## config.mk

```make
export PLATFORM = sky130hd
export DESIGN_NAME = sorted_insert_priority_queue_flat
export DESIGN_NICKNAME = d
export VERILOG_FILES = /design/src/rtl/spq_pkg.sv /design/src/rtl/spq_if.sv /design/src/rtl/spq_cell.sv /design/src/rtl/sorted_insert_priority_queue.sv /design/src/flat_wrapper.sv
export SDC_FILE = /design/constraint.sdc
export NUM_CORES = 2
export LEC_CHECK = 0
export ABC_AREA = 0
export BUFFER_PORTS_ARGS = -buffer_cell sky130_fd_sc_hd__buf_2
export CAP_MARGIN = 0
export CORE_MARGIN = 1.5
export CORE_UTILIZATION = 25
export CTS_CLUSTER_DIAMETER = 120
export CTS_CLUSTER_SIZE = 14
export DETAILED_ROUTE_END_ITERATION = 16
export SYNTH_ARGS = -nofsm -noshare
export SYNTH_HDL_FRONTEND = slang
export SYNTH_SLANG_ARGS = --single-unit
export TNS_END_PERCENT = 20
```

## constraint.sdc

```tcl
create_clock -name i_clk -period 11.6 [get_ports i_clk]
set_input_delay 2.32 -clock i_clk [delete_from_list [all_inputs] [get_ports i_clk]]
set_output_delay 2.32 -clock i_clk [all_outputs]
set_load 0.01 [all_outputs]
```

## src/rtl/spq_pkg.sv

```systemverilog
// Package for the sorted-insert priority queue.
// Holds sizes, error codes and the entry / cell control types.
// No dependencies.
`default_nettype none

package spq_pkg;

    localparam int DEPTH    = 16;
    localparam int KEY_BITS = 16;
    localparam int TAG_BITS = 16;
    localparam int CNT_BITS = $clog2(DEPTH + 1);
    localparam int FILL_W   = 5;
    localparam int ERR_W    = 2;

    localparam logic [ERR_W-1:0] ERR_OK    = 2'd0;
    localparam logic [ERR_W-1:0] ERR_FULL  = 2'd1;
    localparam logic [ERR_W-1:0] ERR_EMPTY = 2'd2;

    localparam logic MODE_PUSH = 1'b0;
    localparam logic MODE_POP  = 1'b1;

    typedef struct packed {
        logic [KEY_BITS-1:0] key;
        logic [TAG_BITS-1:0] tag;
    } t_entry;

    // Broadcast to every cell for one request.
    typedef struct packed {
        logic   push;
        logic   pop;
        t_entry item;
    } t_cell_ctl;

endpackage

`default_nettype wire

```

## src/rtl/spq_if.sv

```systemverilog
// Request and result channel interfaces for the priority queue.
// Depends on spq_pkg for field widths.
`default_nettype none

interface spq_in_if;
    import spq_pkg::*;
    logic                valid;
    logic                ready;
    logic                mode;
    logic [KEY_BITS-1:0] key;
    logic [TAG_BITS-1:0] tag;

    modport source (output valid, output mode, output key, output tag, input ready);
    modport sink   (input valid, input mode, input key, input tag, output ready);
endinterface

interface spq_out_if;
    import spq_pkg::*;
    logic                valid;
    logic                ready;
    logic [KEY_BITS-1:0] head_key;
    logic [TAG_BITS-1:0] head_tag;
    logic                is_empty;
    logic [FILL_W-1:0]   fill_count;
    logic [ERR_W-1:0]    error_code;

    modport source (output valid, output head_key, output head_tag, output is_empty,
                    output fill_count, output error_code, input ready);
    modport sink   (input valid, input head_key, input head_tag, input is_empty,
                    input fill_count, input error_code, output ready);
endinterface

`default_nettype wire

```

## src/rtl/spq_cell.sv

```systemverilog
// One slot of the sorted chain: holds an entry, shifts right on insert,
// left on pop. Depends on spq_pkg.
`default_nettype none

module spq_cell
    import spq_pkg::*;
(
    input  wire logic      i_clk,
    input  wire t_cell_ctl i_ctl,
    input  wire logic      i_occ,
    input  wire t_entry    i_left,
    input  wire logic      i_left_shift,
    input  wire t_entry    i_right,
    output t_entry         o_entry,
    output logic           o_shift
);

    t_entry r_entry;
    t_entry n_entry;

    // This entry moves right when the new key sorts before it.
    assign o_shift = i_occ && (r_entry.key > i_ctl.item.key);
    assign o_entry = r_entry;

    always_comb begin
        n_entry = r_entry;
        if (i_ctl.push) begin
            if (i_left_shift) begin
                n_entry = i_left;
            end else if (!i_occ || o_shift) begin
                n_entry = i_ctl.item;
            end
        end else if (i_ctl.pop) begin
            n_entry = i_right;
        end
    end

    always_ff @(posedge i_clk) begin
        r_entry <= n_entry;
    end

endmodule

`default_nettype wire

```

## src/rtl/sorted_insert_priority_queue.sv

```systemverilog
// Sorted-insert min priority queue built as a chain of shifting cells.
// The result of a request is registered and appears in the cycle after it is accepted.
// Throughput: one push or pop per cycle while the result side is ready; every cell compares and shifts at once.
// A new request is taken while the previous result is being taken.
// Reset empties the queue (count to zero); entry storage is not cleared.
`default_nettype none

module sorted_insert_priority_queue
    import spq_pkg::*;
(
    input  wire logic  i_clk,
    input  wire logic  i_rst_n,
    spq_in_if.sink     i_req,
    spq_out_if.source  o_res
);

    logic [CNT_BITS-1:0] r_count;
    logic [CNT_BITS-1:0] n_count;
    logic                r_out_valid;
    logic [ERR_W-1:0]    r_err;
    logic [ERR_W-1:0]    n_err;

    logic                accept;
    logic                is_full;
    logic                is_empty;
    t_cell_ctl           ctl;
    t_entry              w_entry [DEPTH];
    logic [DEPTH-1:0]    w_shift;
    logic [DEPTH-1:0]    w_occ;

    assign i_req.ready = !r_out_valid || o_res.ready;
    assign accept      = i_req.valid && i_req.ready;
    assign is_full     = (r_count == CNT_BITS'(DEPTH));
    assign is_empty    = (r_count == '0);

    assign ctl.push     = accept && (i_req.mode == MODE_PUSH) && !is_full;
    assign ctl.pop      = accept && (i_req.mode == MODE_POP) && !is_empty;
    assign ctl.item.key = i_req.key;
    assign ctl.item.tag = i_req.tag;

    always_comb begin
        n_count = r_count;
        n_err   = r_err;
        if (accept) begin
            n_err = ERR_OK;
            if (i_req.mode == MODE_PUSH) begin
                if (is_full) begin
                    n_err = ERR_FULL;
                end else begin
                    n_count = r_count + 1'b1;
                end
            end else begin
                if (is_empty) begin
                    n_err = ERR_EMPTY;
                end else begin
                    n_count = r_count - 1'b1;
                end
            end
        end
    end

    for (genvar g = 0; g < DEPTH; g++) begin : g_cell
        t_entry left_e;
        t_entry right_e;
        logic   left_sh;

        assign w_occ[g] = (CNT_BITS'(g) < r_count);

        if (g == 0) begin : g_first
            assign left_e  = ctl.item;
            assign left_sh = 1'b0;
        end else begin : g_mid
            assign left_e  = w_entry[g-1];
            assign left_sh = w_shift[g-1];
        end

        if (g == DEPTH - 1) begin : g_last
            assign right_e = w_entry[g];
        end else begin : g_inner
            assign right_e = w_entry[g+1];
        end

        spq_cell u_cell (
            .i_clk        (i_clk),
            .i_ctl        (ctl),
            .i_occ        (w_occ[g]),
            .i_left       (left_e),
            .i_left_shift (left_sh),
            .i_right      (right_e),
            .o_entry      (w_entry[g]),
            .o_shift      (w_shift[g])
        );
    end

    always_ff @(posedge i_clk) begin
        if (!i_rst_n) begin
            r_count     <= '0;
            r_out_valid <= 1'b0;
            r_err       <= ERR_OK;
        end else begin
            r_count <= n_count;
            r_err   <= n_err;
            if (accept) begin
                r_out_valid <= 1'b1;
            end else if (o_res.ready) begin
                r_out_valid <= 1'b0;
            end
        end
    end

    // State only moves on accept, so the held result reads straight from the chain.
    assign o_res.valid      = r_out_valid;
    assign o_res.head_key   = is_empty ? '0 : w_entry[0].key;
    assign o_res.head_tag   = is_empty ? '0 : w_entry[0].tag;
    assign o_res.is_empty   = is_empty;
    assign o_res.fill_count = FILL_W'(r_count);
    assign o_res.error_code = r_err;

    a_count_bound: assert property (@(posedge i_clk) disable iff (!i_rst_n)
        r_count <= CNT_BITS'(DEPTH))
        else $error("entry count beyond depth");

    a_head_order: assert property (@(posedge i_clk) disable iff (!i_rst_n)
        w_occ[1] |-> (w_entry[0].key <= w_entry[1].key))
        else $error("head pair out of order");

    a_push_grows: assert property (@(posedge i_clk) disable iff (!i_rst_n)
        ctl.push |=> (r_count == $past(r_count) + 1'b1) && (r_err == ERR_OK))
        else $error("push did not grow the queue");

    a_full_drop: assert property (@(posedge i_clk) disable iff (!i_rst_n)
        (accept && (i_req.mode == MODE_PUSH) && is_full) |=>
            (r_err == ERR_FULL) && $stable(r_count))
        else $error("push into full queue not dropped");

endmodule

`default_nettype wire
```

## src/flat_wrapper.sv

```systemverilog
// flat-port wrapper written by rule: the top's interface ports become plain ports
module sorted_insert_priority_queue_flat import spq_pkg::*;
  (i_clk, i_rst_n, i_req_valid, i_req_mode, i_req_key, i_req_tag, i_req_ready, o_res_valid, o_res_head_key, o_res_head_tag, o_res_is_empty, o_res_fill_count, o_res_error_code, o_res_ready);
  spq_in_if i_req_i ();
  spq_out_if o_res_i ();
  input  wire logic i_clk;
  input  wire logic i_rst_n;
  input wire logic [$bits(i_req_i.valid)-1:0] i_req_valid;
  input wire logic [$bits(i_req_i.mode)-1:0] i_req_mode;
  input wire logic [$bits(i_req_i.key)-1:0] i_req_key;
  input wire logic [$bits(i_req_i.tag)-1:0] i_req_tag;
  output wire logic [$bits(i_req_i.ready)-1:0] i_req_ready;
  output wire logic [$bits(o_res_i.valid)-1:0] o_res_valid;
  output wire logic [$bits(o_res_i.head_key)-1:0] o_res_head_key;
  output wire logic [$bits(o_res_i.head_tag)-1:0] o_res_head_tag;
  output wire logic [$bits(o_res_i.is_empty)-1:0] o_res_is_empty;
  output wire logic [$bits(o_res_i.fill_count)-1:0] o_res_fill_count;
  output wire logic [$bits(o_res_i.error_code)-1:0] o_res_error_code;
  input wire logic [$bits(o_res_i.ready)-1:0] o_res_ready;
  assign i_req_i.valid = i_req_valid;
  assign i_req_i.mode = i_req_mode;
  assign i_req_i.key = i_req_key;
  assign i_req_i.tag = i_req_tag;
  assign i_req_ready = i_req_i.ready;
  assign o_res_valid = o_res_i.valid;
  assign o_res_head_key = o_res_i.head_key;
  assign o_res_head_tag = o_res_i.head_tag;
  assign o_res_is_empty = o_res_i.is_empty;
  assign o_res_fill_count = o_res_i.fill_count;
  assign o_res_error_code = o_res_i.error_code;
  assign o_res_i.ready = o_res_ready;
  sorted_insert_priority_queue u_core (.i_clk(i_clk), .i_rst_n(i_rst_n), .i_req(i_req_i), .o_res(o_res_i));
endmodule
```

# Yosys cells after proc, flatten, opt, wreduce, memory -nomap -nowiden
# Index checks and enable logic that the tools add are counted.
dict set report word_totals {
  ff_bits 520
  inputBits 37
  output_inout_bits 42
  wordCells 237
}
dict set report op_classes {
  n_addsub 2
  magnitude_cmp 32
  n_eq_ne 18
  muxes 71
  bitwise 1
  reduce_logical 78
}
# op n
set ops {}
lappend ops {{$mux 32} 61}
lappend ops {{$gt 16x16->1} 16}
lappend ops {{$ne 3x3->1 const B} 14}
lappend ops {{$lt 4x5->1 const A} 8}
lappend ops {{$mux 16} 2}
lappend ops {{$reduce_and 2->1} 16}
lappend ops {{$logic_and 1x1->1} 21}
lappend ops {{$lt 3x5->1 const A} 4}
lappend ops {{$logic_not 1->1} 19}
lappend ops {{$logic_or 1x1->1} 17}
lappend ops {{$mux 5} 3}
lappend ops {{$lt 1x5->1 const A} 2}
lappend ops {{$lt 2x5->1 const A} 2}
lappend ops {{$ne 2x2->1 const B} 3}
lappend ops {{$reduce_bool 2->1} 3}
lappend ops {{$add 5x1->5 const B} 1}
lappend ops {{$eq 5x5->1 const B} 1}
lappend ops {{$logic_not 5->1} 1}
lappend ops {{$sub 5x1->5 const B} 1}
lappend ops {{$mux 2} 2}
lappend ops {{$mux 1} 3}
lappend ops {{$reduce_and 3->1} 1}
lappend ops {{$not 1->1} 1}

# Longest topological paths before layout
dict set report depth {
  depth_word 7
  mapped_depth 12
  ltp_nobuf 8
}

# Hierarchy
# Synthesis repeated with hierarchy kept, for this count alone.
dict set report unflattened {
  cells_unflattened 3335
  area_unflattened_um2 33824.9
}
# mod n_inst cells_each area_each_um2 seq_area_each_um2
set modules_own_cells {}
lappend modules_own_cells {{spq_cell (u_core.g_cell[0].u_cell ...)} 14 201 2060.7 960.9}
lappend modules_own_cells {{spq_cell (u_core.g_cell[8].u_cell ...)} 2 201 2057.0 960.9}
lappend modules_own_cells {sorted_insert_priority_queue 1 119 860.8 160.2}

# Worst setup path before layout
# Ideal clock, no wire load.
dict set report synth_timing {
  path_type {input -> register}
  start {in i_req_key[15]}
  end {reg u_core.g_cell[13].u_cell.r_entry (netlist bit u_core.g_cell[13].u_cell.o_entry[0]), enable pin}
  setup_ns 0.440
  arrival_time_ns 6.015
  t_required_ns 11.160
  setup_slack_ns 5.146
  cell_stages 11
  path_buffers 3
  cell_sequence {clkbuf_1 > inv_1 > ha_1 > nand4_1 > nor4_1 > a21boi_1 > o31a_1 > buf_4 > buf_6 > nand2_1 > a41oi_1}
}
dict set report synth_via {
  elab_chain_len 5
  elab_cells_between_ends 7
  classes_between {2 x order compare; 1 x eq/ne; 4 x reduce/logical}
}
# element line
set synth_rtl {}
lappend synth_rtl {{start: declaration} flat_wrapper.sv:10} ;# input wire logic [$bits(i_req_i.key)-1:0] i_req_key;
lappend synth_rtl {{$gt 16x16->1} spq_cell.sv:22} ;# assign o_shift = i_occ && (r_entry.key > i_ctl.item.key);
lappend synth_rtl {{$logic_and 1x1->1} spq_cell.sv:22}
lappend synth_rtl {{$logic_or 1x1->1} spq_cell.sv:30} ;# end else if (!i_occ || o_shift) begin
lappend synth_rtl {{$ne 3x3->1 (no line) *} --}
lappend synth_rtl {{$reduce_and 2->1 (no line) *} --}
lappend synth_rtl {{end signal: assignment} spq_cell.sv:39} ;# r_entry <= n_entry;
lappend synth_rtl {{end: declaration} spq_cell.sv:18} ;# t_entry r_entry;
# Every way passes the cells marked *; elsewhere a longest branch is shown, timed or not.
# A chain may end at the register's enable or synchronous reset.

# Worst setup path in the final report
dict set report layout_timing {
  start {in i_req_key[14]}
  end {reg u_core.g_cell[1].u_cell.r_entry (netlist bit u_core.g_cell[1].u_cell.o_entry[3]), enable pin}
}
dict set report layout_via {
  elab_chain_len 5
  elab_cells_between_ends 7
  classes_between {2 x order compare; 1 x eq/ne; 4 x reduce/logical}
}
# element line
set layout_rtl {}
lappend layout_rtl {{$gt 16x16->1} spq_cell.sv:22}
lappend layout_rtl {{$logic_and 1x1->1} spq_cell.sv:22}
lappend layout_rtl {{$logic_or 1x1->1} spq_cell.sv:30}
lappend layout_rtl {{$ne 3x3->1 (no line) *} --}
lappend layout_rtl {{$reduce_and 2->1 (no line) *} --}
lappend layout_rtl {{end signal: assignment} spq_cell.sv:39}
lappend layout_rtl {{end: declaration} spq_cell.sv:18}
# Marked as above.

==> results.yml <==
clock_tree:
  cts_inserted_buffers: 43
  cts_tree: "built"
  clockBufferDepth: 3
  cts_sinks: 520
  cts_setup_buffers: 0
  clock_latency_ns: 0.62
  path_clk_slew_ns: 0.07
  htreeDepth: 2
  cts_hold_buf: 0
  cts_resized: 0
  cts_root_buffer: "clkbuf_16"
logic_synthesis:
  synth_top_area_share_pct: 47.0
  async_reset_ff_share_pct: 0
  syn_area_um2: 32700
  syn_area_per_cell_um2: 9.58
  synth_ff_type: "edfxtp_1"
  yosys_register_bits: 520
  syn-num-nets: 3710
  syn_inst: 3414
  yosys-top-cells-area: "edfxtp_1 47%, ha_1 9.9%, a21oi_1 5.6%"
  synth_edf_count: 512
  synth_cell_type_count: 57
  seq_area_frac_synth_pct: 47.5
  yosysWarnings: 0
  yosys.area.top_type: "edfxtp_1"
place:
  gp_congestion: 0.904
  post-place-ws_ns: 4.68
  portBuffers: 78
  hpwl_mm: 84.6
floorplanning:
  num_rows: 132
  chipHeight_um: 365
  start_util_pct: 25.2
  core-area_um2: 130000
  fp.dieW_um: 365
  die_area_um2: 133000
  num_io_pins: 79
worst_setup_path:
  path_max_fanout: 33
  critical_path_class: "primary input to flop"
  rr_endpoint: "u_core.g_cell[6].u_cell.o_entry[6]"
  startpoint_type: "primary input"
  cp.arrival_ns: 6.69
  rr_startpoint: "u_core.o_res.fill_count[0]"
  reg2reg_slack_ns: 7.24
  required_ns: 11.87
  reg2regPathDepth: 8
  endpoint_kind: "flop"
grt:
  grt.overflow.total: 0
  grt_pass1_vias: 27800
  grt_pass1_wl_mm: 185
  grt_start_max_net_pins: 220
  antenna_found_initial: 18
  grt_util_all_layers_pct: 18.4
timing:
  min_period_ns: 6.42
  fmax_mhz: 156
  timing.slew.headroom_pct: 20.3
  fin_crit_sh_pct: 55.3
  rsz0062_at_grt: "no"
  skew_ns: 0.0238
  worst_slew_pin_slew_ns: 1.19
  report.final.hold_viol_count: 0
  fin_ws_ns: 5.18
  slew_violations: 0
  fin_setup_tns_ns: 0
  finalSetupViolations: 0
route:
  via_per_inst: 5.72
  drtIter0Drc: 3406
  wl_per_cell_um: 24.8
  vias: 28900
  drt-total-wl_mm: 126
  drc: 0
  first_pass_iters: 6
  ant_nets: 0
power:
  p_leak_nw: 12.5
  max-vdd-ir-drop_mv: 0.108
  powerDensity_nw_per_um2: 170
  power_mw: 6.12
worst_hold_path:
  holdPathStages: 2
  hold_path_class: "flop to flop"
  whs_endpoint: "u_core.o_res.error_code[0]"
  min_from: "u_core.o_res.error_code[0]"
final_layout:
  synthToLayoutAreaGrowth_pct: 10.3
  nFillCells: 13700
  drive_gt1_share_pct: 7.55
  final_util_pct: 27.8
  nNetsFinal: 3598
status:
  status: "finished, final reports clean"
job:
  maxCapViolations: 0
==> Yosys cell counts (all sizes together) (6+ instances only) <==
master / number
a2111o: 6
a211oi: 6
a21boi: 10
a21o: 22
a21oi: 367
a22oi: 11
a31oi: 241
and4: 8
buf: 134
clkbuf: 171
dfxtp: 8
edfxtp: 512
ha: 259
inv: 38
mux2: 32
nand2: 348
nand3: 203
nand4: 78
nor2: 289
nor2b: 49
nor3: 7
nor4: 15
o211ai: 203
o21a: 43
o21ai: 287
o31a: 10
o31ai: 8
or2: 6
==> cells by family (layout without fill, tap and decap cells) <==
logic type	count (synthesis)	after routing	share of synthesized area [%]
multiplexers	32	32	1.10
AO/OA/AOI/OAI	1237	1237	22.8
other	0	3	0
AND/OR/NAND/NOR	1020	1020	13.9
buffers and inverters	343	239	4.74
XOR/XNOR	3	3	0.0803
adder cells (fa/ha/maj)	259	259	9.90
flip-flops	520	520	47.5
==> report_power, final <==
group          switching [mW]  internal [mW]
registers               0.277           2.53
clock network           0.732          0.672
logic                    1.38          0.537
==> metrics by stage <==
stage          std cells  hold WS (ns)  cell area [um2]
3_5_place_dp        4999         0.475            34900
6_report            5055         0.495            36100
3_3_place_gp        4999         0.481            34900
4_1_cts             5052         0.497            36100
2_1_floorplan       3414         0.518            32700
5_1_grt             5052         0.546            36100
==> layer usage <==
layer	wire length, um	GRT usage (%)
met5	106	0
met3	11100	3.22
met1	51500	24.1
met2	56500	29.2
met4	6380	8.73
==> cells in the final DEF, fill, tap and decap left out, types with 49 or more instances in the layout <==
cell,instances
a21oi_1,360
a31oi_1,228
buf_2,78
buf_4,67
edfxtp_1,512
ha_1,259
nand2_1,346
nand3_1,203
nand4_1,78
nor2_1,281
nor2b_1,49
o211ai_1,203
o21ai_0,220
o21ai_1,64
==> critical path, cell delays in order <==
cell and delay, ns:
buf_2 0.26, inv_1 0.56, ha_1 0.55, nand4_1 0.18, nor4_1 0.38, a21boi_1 0.37
o31a_2 0.79, a21oi_1 0.23, a31oi_4 0.58, buf_4 0.42
==> final cells by class <==
cell class                 instances  area [um2]  share of cell area [%]
tap                             1742        2180                    6.04
inverter                          38         143                   0.395
clock inverter                     3        48.8                   0.135
multi-input combinational       2551       16100                    44.6
sequential                       520       15500                    43.1
antenna                            3        7.51                  0.0208
timing repair buffer             148         953                    2.64
clock buffer                      50        1100                    3.06
==> how the worst max path moves through the flow <==
stage	from	endpoint	slack, ns	cells past startpoint
2_1_floorplan	i_req_key[15]	u_core.g_cell[13].u_cell.o_entry[0]	5.15	11
3_3_place_gp	i_req_key[15]	u_core.g_cell[1].u_cell.o_entry[1]	4.87	10
3_5_place_dp	i_req_key[14]	u_core.g_cell[1].u_cell.o_entry[6]	4.68	10
4_1_cts	i_req_key[14]	u_core.g_cell[1].u_cell.o_entry[3]	5.27	10
5_1_grt	i_req_key[14]	u_core.g_cell[1].u_cell.o_entry[3]	4.99	10
6_report	i_req_key[14]	u_core.g_cell[1].u_cell.o_entry[3]	5.18	10
==> sequential cells by signal (all words and copies together) (netlist names) <==
| register | count |
|---|---|
| u_core.o_res.error_code | 2 |
| u_core.g_cell.u_cell.o_entry | 512 |
| u_core.o_res.fill_count | 5 |
| u_core.o_res.valid | 1 |
Note: power is estimated with default switching activity, not from simulation.
